### src/sv/ldct_pkg.sv
`default_nettype none
package ldct_pkg;

  localparam int N = 8;
  localparam int NSAMP = N * N;
  localparam int IDX_W = 3;
  localparam int ADDR_W = 6;
  localparam int FRAC_BITS = 14;
  localparam int BASIS_W = 16;
  localparam int SAMPLE_W = 9;
  localparam int ROW_W = 28;
  localparam int ACC_W = 48;
  localparam int COEF_W = 11;
  localparam int LEVEL_SHIFT = 128;

  // Orthonormal DCT-II basis: round(c_u * cos((2k+1)u*pi/16) * 2^14).
  function automatic logic signed [BASIS_W-1:0] basis(input logic [IDX_W-1:0] u,
                                                       input logic [IDX_W-1:0] k);
    logic signed [BASIS_W-1:0] t [0:63];
    t = '{
      16'sd5793,  16'sd5793,  16'sd5793,  16'sd5793,
      16'sd5793,  16'sd5793,  16'sd5793,  16'sd5793,
      16'sd8035,  16'sd6811,  16'sd4551,  16'sd1598,
      -16'sd1598, -16'sd4551, -16'sd6811, -16'sd8035,
      16'sd7568,  16'sd3135,  -16'sd3135, -16'sd7568,
      -16'sd7568, -16'sd3135, 16'sd3135,  16'sd7568,
      16'sd6811,  -16'sd1598, -16'sd8035, -16'sd4551,
      16'sd4551,  16'sd8035,  16'sd1598,  -16'sd6811,
      16'sd5793,  -16'sd5793, -16'sd5793, 16'sd5793,
      16'sd5793,  -16'sd5793, -16'sd5793, 16'sd5793,
      16'sd4551,  -16'sd8035, 16'sd1598,  16'sd6811,
      -16'sd6811, -16'sd1598, 16'sd8035,  -16'sd4551,
      16'sd3135,  -16'sd7568, 16'sd7568,  -16'sd3135,
      -16'sd3135, 16'sd7568,  -16'sd7568, 16'sd3135,
      16'sd1598,  -16'sd4551, 16'sd6811,  -16'sd8035,
      16'sd8035,  -16'sd6811, 16'sd4551,  -16'sd1598
    };
    return t[{u, k}];
  endfunction

endpackage
`default_nettype wire

### src/sv/ldct_front.sv
`default_nettype none
module ldct_front import ldct_pkg::*; (
  input  wire logic                clk,
  input  wire logic                rst,
  input  wire logic                start,
  input  wire logic [7:0]          pixel_value,
  input  wire logic                busy,
  output logic                     wr_en,
  output logic [ADDR_W-1:0]        wr_addr,
  output logic signed [SAMPLE_W-1:0] wr_data,
  output logic                     block_done
);

  logic [ADDR_W-1:0] fill_count;
  logic              take;

  assign take = start && !busy;
  assign wr_en = take;
  assign wr_addr = fill_count;
  assign wr_data = $signed({1'b0, pixel_value}) - SAMPLE_W'(LEVEL_SHIFT);
  assign block_done = take && (fill_count == ADDR_W'(NSAMP - 1));

  always_ff @(posedge clk) begin
    if (rst) begin
      fill_count <= '0;
    end else if (take) begin
      fill_count <= fill_count + 1'b1;
    end
  end

endmodule
`default_nettype wire

### src/sv/ldct_back.sv
`default_nettype none
module ldct_back import ldct_pkg::*; (
  input  wire logic                  clk,
  input  wire logic                  rst,
  input  wire logic                  wr_en,
  input  wire logic [ADDR_W-1:0]     wr_addr,
  input  wire logic signed [SAMPLE_W-1:0] wr_data,
  input  wire logic                  block_done,
  output logic                       busy,
  output logic                       valid,
  output logic signed [COEF_W-1:0]   coefficient,
  output logic [IDX_W-1:0]           freq_row,
  output logic [IDX_W-1:0]           freq_col,
  output logic                       block_last
);

  typedef enum logic [1:0] {IDLE, ROWS, COLS, DRAIN} state_t;

  logic signed [SAMPLE_W-1:0] sample_mem [0:NSAMP-1];
  logic signed [ROW_W-1:0]    row_mem [0:NSAMP-1];

  state_t state;
  logic [IDX_W-1:0] i_a, i_b, i_k;
  logic             go;
  logic [IDX_W-1:0] p_a, p_b, p_k;
  logic             p_go, p_first, p_last;
  state_t           p_state;
  logic signed [SAMPLE_W-1:0] s_rd;
  logic signed [ROW_W-1:0]    r_rd;
  logic signed [ACC_W-1:0]    prod;
  logic signed [ACC_W-1:0]    acc;
  logic [IDX_W-1:0] q_a, q_b;
  logic             q_go, q_last;
  state_t           q_state;
  logic signed [ACC_W-1:0] sum;
  logic [ACC_W-1:0] mag;
  logic [ACC_W-1:0] qv;

  always_ff @(posedge clk) begin
    if (wr_en) sample_mem[wr_addr] <= wr_data;
  end

  // Sequencer: ROWS computes T[y][v]=sum_x B[v][x]s[y][x]; COLS X[u][v]=sum_y B[u][y]T[y][v].
  always_ff @(posedge clk) begin
    if (rst) begin
      state <= IDLE;
      i_a <= '0; i_b <= '0; i_k <= '0;
    end else begin
      unique case (state)
        IDLE: if (block_done) state <= ROWS;
        ROWS, COLS: begin
          i_k <= i_k + 1'b1;
          if (i_k == IDX_W'(N - 1)) begin
            i_b <= i_b + 1'b1;
            if (i_b == IDX_W'(N - 1)) begin
              i_a <= i_a + 1'b1;
              if (i_a == IDX_W'(N - 1)) state <= (state == ROWS) ? COLS : DRAIN;
            end
          end
        end
        DRAIN: if (!p_go && !q_go) state <= IDLE;
        default: state <= IDLE;
      endcase
    end
  end

  assign go = (state == ROWS) || (state == COLS);
  assign busy = (state != IDLE);

  always_ff @(posedge clk) begin
    s_rd <= sample_mem[{i_a, i_k}];
    r_rd <= row_mem[{i_k, i_b}];
    p_a <= i_a; p_b <= i_b; p_k <= i_k; p_state <= state;
    p_first <= (i_k == '0);
    p_last <= (i_k == IDX_W'(N - 1));
    if (rst) p_go <= 1'b0; else p_go <= go;
  end

  always_comb begin
    if (p_state == ROWS) prod = ACC_W'(basis(p_b, p_k) * s_rd);
    else                 prod = ACC_W'(basis(p_a, p_k) * r_rd);
  end

  always_ff @(posedge clk) begin
    acc <= p_first ? prod : acc + prod;
    q_a <= p_a; q_b <= p_b; q_state <= p_state;
    q_last <= p_last;
    if (rst) q_go <= 1'b0; else q_go <= p_go;
  end

  assign sum = acc;
  assign mag = sum[ACC_W-1] ? ACC_W'(-sum) : ACC_W'(sum);
  assign qv = mag >> (2 * FRAC_BITS);

  always_ff @(posedge clk) begin
    if (q_go && q_last && q_state == ROWS) row_mem[{q_a, q_b}] <= ROW_W'(sum);
  end

  always_ff @(posedge clk) begin
    if (rst) begin
      valid <= 1'b0;
    end else begin
      valid <= q_go && q_last && (q_state == COLS);
    end
    freq_row <= q_a;
    freq_col <= q_b;
    block_last <= (q_a == IDX_W'(N - 1)) && (q_b == IDX_W'(N - 1));
    if (sum[ACC_W-1]) coefficient <= (qv > 1024) ? -COEF_W'(1024) : COEF_W'(-qv);
    else              coefficient <= (qv > 1023) ? COEF_W'(1023) : COEF_W'(qv);
  end

  a_done_idle: assert property (@(posedge clk) disable iff (rst)
    block_done |-> state == IDLE) else $error("block done while busy");
  a_no_write_busy: assert property (@(posedge clk) disable iff (rst)
    wr_en |-> state == IDLE) else $error("write during compute");
  a_out_cols: assert property (@(posedge clk) disable iff (rst)
    valid |-> state == COLS || state == DRAIN) else $error("output outside column pass");

endmodule
`default_nettype wire

### src/sv/luma_block_dct_8x8_unit.sv
// Channel  | Handshake      | Payload
// request  | start / busy   | pixel_value[7:0]
// result   | valid (strobe) | coefficient[10:0], freq_row, freq_col, block_last
// 63 samples take one cycle each; the 64th starts 1024 multiply-accumulates on one
// shared multiplier (512 row pass, 512 column pass) and then a drain. busy rises the
// cycle after the 64th request and stays high until the last coefficient has been
// presented. rst is synchronous, active high; column-pass results appear one at a
// time, each for one cycle; the receiver cannot stall.
`default_nettype none
module luma_block_dct_8x8_unit import ldct_pkg::*; (
  input  wire logic              clk,
  input  wire logic              rst,
  input  wire logic              start,
  input  wire logic [7:0]        pixel_value,
  output logic                   busy,
  output logic                   valid,
  output logic signed [COEF_W-1:0] coefficient,
  output logic [IDX_W-1:0]       freq_row,
  output logic [IDX_W-1:0]       freq_col,
  output logic                   block_last
);

  logic                      wr_en;
  logic [ADDR_W-1:0]         wr_addr;
  logic signed [SAMPLE_W-1:0] wr_data;
  logic                      block_done;

  ldct_front u_front (
    .clk, .rst, .start, .pixel_value, .busy,
    .wr_en, .wr_addr, .wr_data, .block_done
  );

  ldct_back u_back (
    .clk, .rst, .wr_en, .wr_addr, .wr_data, .block_done,
    .busy, .valid, .coefficient, .freq_row, .freq_col, .block_last
  );

endmodule
`default_nettype wire
### config.mk
export PLATFORM = sky130hd
export DESIGN_NAME = luma_block_dct_8x8_unit
export DESIGN_NICKNAME = d
export VERILOG_FILES = /design/src/sv/ldct_pkg.sv /design/src/sv/ldct_front.sv /design/src/sv/ldct_back.sv /design/src/sv/luma_block_dct_8x8_unit.sv
export SDC_FILE = /design/constraint.sdc
export NUM_CORES = 2
export LEC_CHECK = 0
export BUFFER_PORTS_ARGS = -buffer_cell sky130_fd_sc_hd__buf_2
export CORE_MARGIN = 5
export CORE_UTILIZATION = 45
export CTS_BUF_LIST = sky130_fd_sc_hd__clkbuf_4 sky130_fd_sc_hd__clkbuf_8
export DETAILED_ROUTE_END_ITERATION = 7
export SYNTH_ARGS = -nofsm -noshare
export SYNTH_HDL_FRONTEND = slang
export SYNTH_SLANG_ARGS = --single-unit
### constraint.sdc
create_clock -name clk -period 17.45 [get_ports clk]
set_input_delay 0 -clock clk [delete_from_list [all_inputs] [get_ports clk]]
set_output_delay 0 -clock clk [all_outputs]
set_load 0.02 [all_outputs]
After elaboration in Yosys (flattened, before gate mapping)

Memory sizes are Yosys's and may differ from the RTL's. A register that Yosys moved wholly into a read port is not among the register bits.
Cells that the tools add are included.

Bits in registers: 108
Memory bits (writable): 2,368
Bits in read-only memories: 2,048
Output and inout bits: 20
Memories kept: 4

Add/sub/neg operators: 8
Multiply operators: 2
$lt $le $gt $ge: 4
Equal/unequal tests: 17
Multiplexer cells: 21
Bitwise logic cells: 2
Reduce and logical (&&, ||, !) cells: 18

Memory list:

| name              | words | bits a word | rd ports | clocked after Yosys merged registers in | wr ports | RTL line        | source |
|---|---|---|---|---|---|---|---|
| u_back.row_mem    | 64    | 28          | 1        | 1                                       | 1        | ldct_back.sv:20 | `logic signed [ROW_W-1:0] row_mem [0:NSAMP-1];` |
| (name not given)  | 64    | 16          | 1        | 0                                       | 0        | ldct_pkg.sv:38  | `return t[{u, k}];` |
| (name not given)  | 64    | 16          | 1        | 0                                       | 0        | ldct_pkg.sv:38  |  |
| u_back.sample_mem | 64    | 9           | 1        | 1                                       | 1        | ldct_back.sv:19 | `logic signed [SAMPLE_W-1:0] sample_mem [0:NSAMP-1];` |

Operators by type and width:

| operator                                                  | number |
|---|---|
| two-way mux 48 bit                                        | 3 |
| two-way mux 16 bit                                        | 4 |
| adder 48 bit                                              | 1 |
| negation 48 bit                                           | 1 |
| multiplier 16 x 28 -> 44 bit                              | 1 |
| two-way mux 11 bit                                        | 3 |
| multiplier 16 x 9 -> 25 bit                               | 1 |
| > comparator 20 x 10 -> 1 bit (second input constant)     | 1 |
| > comparator 20 x 11 -> 1 bit (second input constant)     | 1 |
| equality test 3 bit (second input constant)               | 5 |
| greater-or-equal comparator 7 bit (second input constant) | 2 |
| NOT 6 -> 7 bit                                            | 2 |
| negation 11 bit                                           | 1 |
| two-way mux 2 bit                                         | 5 |
| adder 3 x 1 -> 3 bit (second input constant)              | 3 |
| subtractor 8 x 8 -> 9 bit (second input constant)         | 1 |
| inequality test 2 x 1 -> 1 bit (second input constant)    | 4 |
| logical AND 1 bit                                         | 7 |
| adder 6 x 1 -> 6 bit (second input constant)              | 1 |
| equality test 2 x 1 -> 1 bit (second input constant)      | 3 |
| equality test 2 bit (second input constant)               | 3 |
| equality test 6 bit (second input constant)               | 1 |
| case mux 2 bit (3 select lines)                           | 1 |
| two-way mux 1 bit                                         | 5 |
| other kinds (10)                                          | 12 |

Depth between registers and ports, before layout

Depth after elaboration: 8
Gate-level depth with buffers: 46

Cells and area by module

A second synthesis with hierarchy kept.

Cells, all modules: 7,007
Area total of the unflattened synthesis: 119,804.9 µm²

Modules (own cells, without submodules):

| module     | instances | cells each | area each (µm²) |
|---|---|---|---|
| ldct_back  | 1         | 6,968      | 119,450.8 |
| ldct_front | 1         | 39         | 354.1 |

Worst setup path after synthesis

No wires, ideal clock.

Path kind: register to register
Start: register u_back.p_k[0]
End: register u_back.acc[43]
Setup time: 0.121 ns
Data arrival time: 9.802 ns
Required time: 17.329 ns
Slack: 7.527 ns
Cell stages (with the launch flop): 44
Path buffers: 3
Period minus slack after synthesis: 9.923 ns
Cell sequence: dfxtp_1 clkbuf_1 inv_1 ha_1 clkbuf_1 nor2_1 a21oi_1 nand2_1 a32o_1 o21ai_1 clkbuf_1 nand2_1 fa_1 inv_1 fa_1 inv_1 fa_1 inv_1 [... 8 more ...] nand3_1 a21oi_1 o21ai_0 o21bai_1 a31oi_1 xnor2_1 o21ai_0 ha_1 a21o_1 a21o_1 a2111oi_0 o21ai_0 a221oi_1 a21boi_2 nor2b_1 a21oi_1 xnor2_1 mux2_2

Cells in the longest elaborated chain, start to end: 8
Elaborated cells on any way between the ends: 13
Those cells by class: add/sub: 1; mul: 2; mux: 6; bitwise: 2; memory: 2

Ends and longest elaborated chain:

| item                                                                        | RTL line                         | source |
|---|---|---|
| start: declaration                                                          | ldct_back.sv:25                  | `logic [IDX_W-1:0] p_a, p_b, p_k;` |
| start signal: assignment                                                    | ldct_back.sv:73                  | `p_a <= i_a; p_b <= i_b; p_k <= i_k; p_state <= state;` |
| NOT 6 -> 7 bit (implied by the code)                                        | ldct_pkg.sv:38                   |  |
| memory (64 x 16 bit)                                                        | -                                |  |
| two-way mux 16 bit (implied by the code) (2 in series)                      | ldct_pkg.sv:38                   |  |
| multiplier 16 x 28 -> 44 bit or multiplier 16 x 9 -> 25 bit (tied branches) | ldct_back.sv:81, ldct_back.sv:80 |  |
| two-way mux 48 bit (*)                                                      | ldct_back.sv:80                  | `if (p_state == ROWS) prod = ACC_W'(basis(p_b, p_k) * s_rd);` |
| adder 48 bit                                                                | ldct_back.sv:85                  | `acc <= p_first ? prod : acc + prod;` |
| two-way mux 48 bit (*)                                                      | ldct_back.sv:85                  |  |
| end signal: assignment                                                      | ldct_back.sv:85                  |  |
| end: declaration                                                            | ldct_back.sv:31                  | `logic signed [ACC_W-1:0] acc;` |

Every way passes the cells marked *; elsewhere a longest branch is shown, timed or not. The select of a mux whose other input is x is not followed.
A chain may end at the register's enable or synchronous reset.

Worst setup path after layout

Start: register u_back.p_k[2]
End: register u_back.acc[39]

The elaborated chain is that of the path after synthesis.

==> summary.txt <==
Layout
  – Share of layout cells above drive strength 1: 0.2315
  – # nets final: ~7900
  – Post-Layout Cell Count: between 10000 and 15000
  – Area delta synth->final: 10.77%
  – Final instance area: around 130000 µm²
  – # fillers: around 21000

CTS
  – Clk_lat worst skew: 1.01 ns
  – CTS root buffer: clkbuf_8
  – Clk slew on worst S/H paths: ~0.060 ns
  – CTS resizes: 0
  – Clock Tree Buf Depth: 4
  – TritonCTS buffer count: around 390
  – CTS Sinks: around 2400
  – TritonCTS clock tree: yes
  – H-tree depth: 5

Logic synthesis
  – Post-synth net total: between 7000 and 8000
  – Largest cells by area after synthesis: edfxtp_1, mux4_2, fa_1
  – Top-area cell type share of the netlist area: 0.5911
  – Adder-Cell Fraction of Synth Area: 0.1159
  – Mux cell area share after synthesis: 0.1494
  – Post-Synth XOR/XNOR Area: 0.009589
  – Largest family of logic cells by synthesized area: multiplexers
  – Top_reg_cell synth: edfxtp_1
  – Area leader, netlist: edfxtp_1
  – Yosys warns: 0
  – Async set or reset register ratio after synthesis: 0
  – Register bit count reported by yosys: approximately 2400
  – Synth cell types: 90
  – Simple-Gate Fraction of Synth Area: 0.04892
  – Compound-Gate Fraction of Synth Area: 0.02923
  – EDFF count, synth: about 2300
  – Mean area per synthesized cell: ~17 µm²
  – Mapped Area: roughly 120000 µm²
  – Syn Inst Count: slightly below 7000
  – Register area share after synthesis: 0.6158

Floorplan
  – Initial Util: 0.4515
  – Chip height: between 500 and 600 µm
  – Floorplan die width: about 520 µm
  – Die Area: 270400 µm²
  – Row cnt: roughly 190
  – IO Count: 31
  – Core region area: approximately 260000 µm²

Placed design
  – Cell count after placement: 10091
  – GP Congestion: 0.8518
  – Port Buffers: 30
  – DP Wirelength: 176.5 mm
  – DP Area: 122000 µm²
  – Setup slack at placement: slightly below 6 ns

Global routing
  – First-pass GRT wire length: 439.3 mm
  – Initial antenna violation count: 13
  – Vias in the first global route: between 60000 and 70000
  – Largest net degree at the start of global routing: approximately 130
  – GR Overflow Total: 0
  – GRT Util Overall: 0.2199

Run status
  – Status: completed

STA
  – Fmax: 86.00 MHz
  – Final setup margin: roughly 5.8 ns
  – Final Skew: ~0.14 ns
  – Hold Fails Final Rpt: 0
  – Worst Tran Pin Value: 1.249 ns
  – Final setup viols: 0
  – Final period utilization: 0.6664
  – RSZ-0062 raised after global routing: false
  – Slew HR: 0.1676
  – Slew Viols, Final: 0
  – Post-layout min period: ~12 ns
  – Setup TNS: 0 ns

Routing
  – Final WL: 298.1 mm
  – ANT nets after route: 0
  – Vias/cell: around 5.7
  – Avg WL per Cell: 27.59 µm
  – Post-route DRC: 0
  – First drt pass iteration count: 6
  – Initial DRC count: 6283
  – Vias after detailed routing: between 60000 and 70000

Worst setup path
  – CP Class: register to register
  – CP max FO: 41
  – Reg2reg end: u_back.acc[39]
  – Worst reg2reg setup slack: approximately 5.8 ns
  – CP endpoint kind: register
  – Req. time, crit path: about 18 ns
  – Arrival time worst endpoint: 12.40 ns
  – Crit path top cell by count: fa_1
  – Launch point of the worst reg-to-reg path: u_back.p_k[2]
  – Reg2Reg Depth: 38
  – CP max stage delay: 0.85 ns
  – Critical path launch point type: register
  – Slowest-stage cell, CP: inv_1

Power
  – Pwr dens: between 80 and 90 nW/µm²
  – Internal power: between 9 and 10 mW
  – Combinational share of power: 0.038
  – Leak: between 40 and 50 nW
  – NetSw: about 2.5 mW
  – Switching Share: 0.2159
  – Power consumption: 11.57 mW
  – Sequential share of power: 0.550
  – Proportion of power drawn by the clock network: 0.413
  – Peak VDD IR: 0.05959 mV

Worst hold path
  – Worst Hold Class: input pin to register
  – Hold_sp: rst
  – WHS Path Cells: 3
  – Hold-critical path endpoint: u_front.wr_addr[1]

Run
  – Max cap viols: 0
## cells in the final DEF, fill, tap and decap left out, types with 15 or more instances in the layout
cell type,Yosys,layout
edfxtp_1,2304,2304
mux4_2,761,761
inv_1,631,629
fa_1,536,536
nand2_1,434,434
clkbuf_8,0,405
ha_1,227,227
nor2_1,277,213
and2_1,203,203
buf_4,0,152
a21oi_1,149,147
o21ai_0,128,128
clkbuf_4,0,120
dfxtp_1,144,108
clkinv_1,2,105
xnor2_1,74,74
nor2b_1,70,69
nor2_4,0,64
a21o_1,58,58
xor2_1,51,51
nand3_1,43,43
nand2b_1,42,41
clkinv_2,0,36
buf_2,9,30
dfxtp_2,0,30
a31oi_1,28,28
nor3_1,25,25
o211ai_1,20,20
a211oi_1,20,20
o21a_1,19,19
mux2_2,18,18
nand4_1,18,18
and3_1,15,15
## how the worst max path moves through the flow
stage,startpoint,to,slack (ns),cells after the start
3_5_place_dp,u_back.p_k[2],u_back.acc[43],5.94,38
5_1_grt,u_back.p_k[2],u_back.acc[43],4.81,38
3_3_place_gp,u_back.p_k[2],u_back.acc[43],5.92,38
6_report,u_back.p_k[2],u_back.acc[39],5.82,38
2_1_floorplan,u_back.p_k[0],u_back.acc[43],7.53,43
4_1_cts,u_back.p_k[2],u_back.acc[39],5.88,38
## state kept, by name, summed over array words and instances (netlist names), 3 cells and up
signal / count
u_back.sample_mem: 512
u_back.i_a: 3
u_back.i_b: 3
u_back.freq_row: 3
u_back.q_a: 3
u_back.row_mem: 1792
u_back.p_k: 3
u_back.acc: 48
u_front.wr_addr: 6
u_back.i_k: 3
u_back.freq_col: 3
u_back.p_a: 3
u_back.q_b: 3
u_back.r_rd: 28
u_back.coefficient: 11
u_back.s_rd: 8
u_back.p_b: 3
## cells in the mapped netlist (all sizes together) (4+ instances only)
cell type,instances
a31oi,28
fa,536
o21a,19
inv,632
o211ai,20
a211o,8
nor2,277
dfxtp,144
nor2b,70
nor4,14
and2,204
nand2b,42
and3,16
nand4,18
mux2,18
or3b,4
edfxtp,2304
o31ai,7
buf,87
o21bai,14
a221oi,7
a2111oi,5
or2,14
a21o,58
mux2i,14
nand2,435
xnor2,75
ha,227
nand3,44
nand3b,12
a22oi,10
or4,4
clkbuf,246
o22a,4
xor2,51
nor3,26
a211oi,21
o22ai,8
a31o,6
o21ai,140
a21oi,151
mux4,761
or3,10
## timing repair
item                      CTS  global route
hold endpoints to repair  536             0
setup buffers               0             0
hold buffers               12             0
## metrics by stage
stage                       util  hold WS [ns]
after floorplan                -       0.09887
after global placement    0.4705        0.3148
after detailed placement  0.4705        0.3132
after CTS                 0.4999      0.001158
after global routing      0.5000       0.05815
final                     0.5001       0.08242
## routing by layer
metal	GRT usage	wire, µm	vias to the layer above	share of wire
met5	0	12	-	0.000040
met4	0.05320	7049	2	0.024
met3	0.03263	20250	391	0.068
met2	0.3609	146000	2227	0.49
met1	0.3133	124800	33167	0.42
li1	-	-	26303	-
## layout make-up
cell class	instances	area [µm²]	area share
antenna	14	35.03	0.0002702
sequential	2448	72130	0.5564
inverter	634	2387	0.01841
clock inverter	165	1032	0.007962
multi-input combinational	3422	41860	0.3229
tap	3402	4257	0.03283
timing repair buffer	197	1471	0.01135
clock buffer	525	6475	0.04994
## worst max-delay path, delay by kind of cell, from the launching register on
kind / cells / cell delay [ns]
adder cells (fa/ha/maj): 9 / 4.34
AO/OA/AOI/OAI: 17 / 3.82
buffers and inverters: 7 / 2.14
AND/OR/NAND/NOR: 2 / 0.36
flip-flops: 1 / 0.30
multiplexers: 1 / 0.26
XOR/XNOR: 2 / 0.22
## power groups by stage
stage               Combinational [mW]  Sequential [mW]  Clock (mW)
global route                     0.485             6.36        5.15
floorplan                        0.289             6.48           0
CTS                              0.451             6.36        4.89
global placement                 0.440             6.48           0
detailed placement               0.445             6.48           0
finish                           0.439             6.36        4.78
## cell families after synthesis
logic type,count (synthesis)
muxes,793
adders and majority gates,763
buffers and inverters,967
and+or+nand+nor,1199
AOI/OAI and AO/OA,541
xor gates and xnor gates,126
DFF,2448
(Power assumes the default switching activity.)
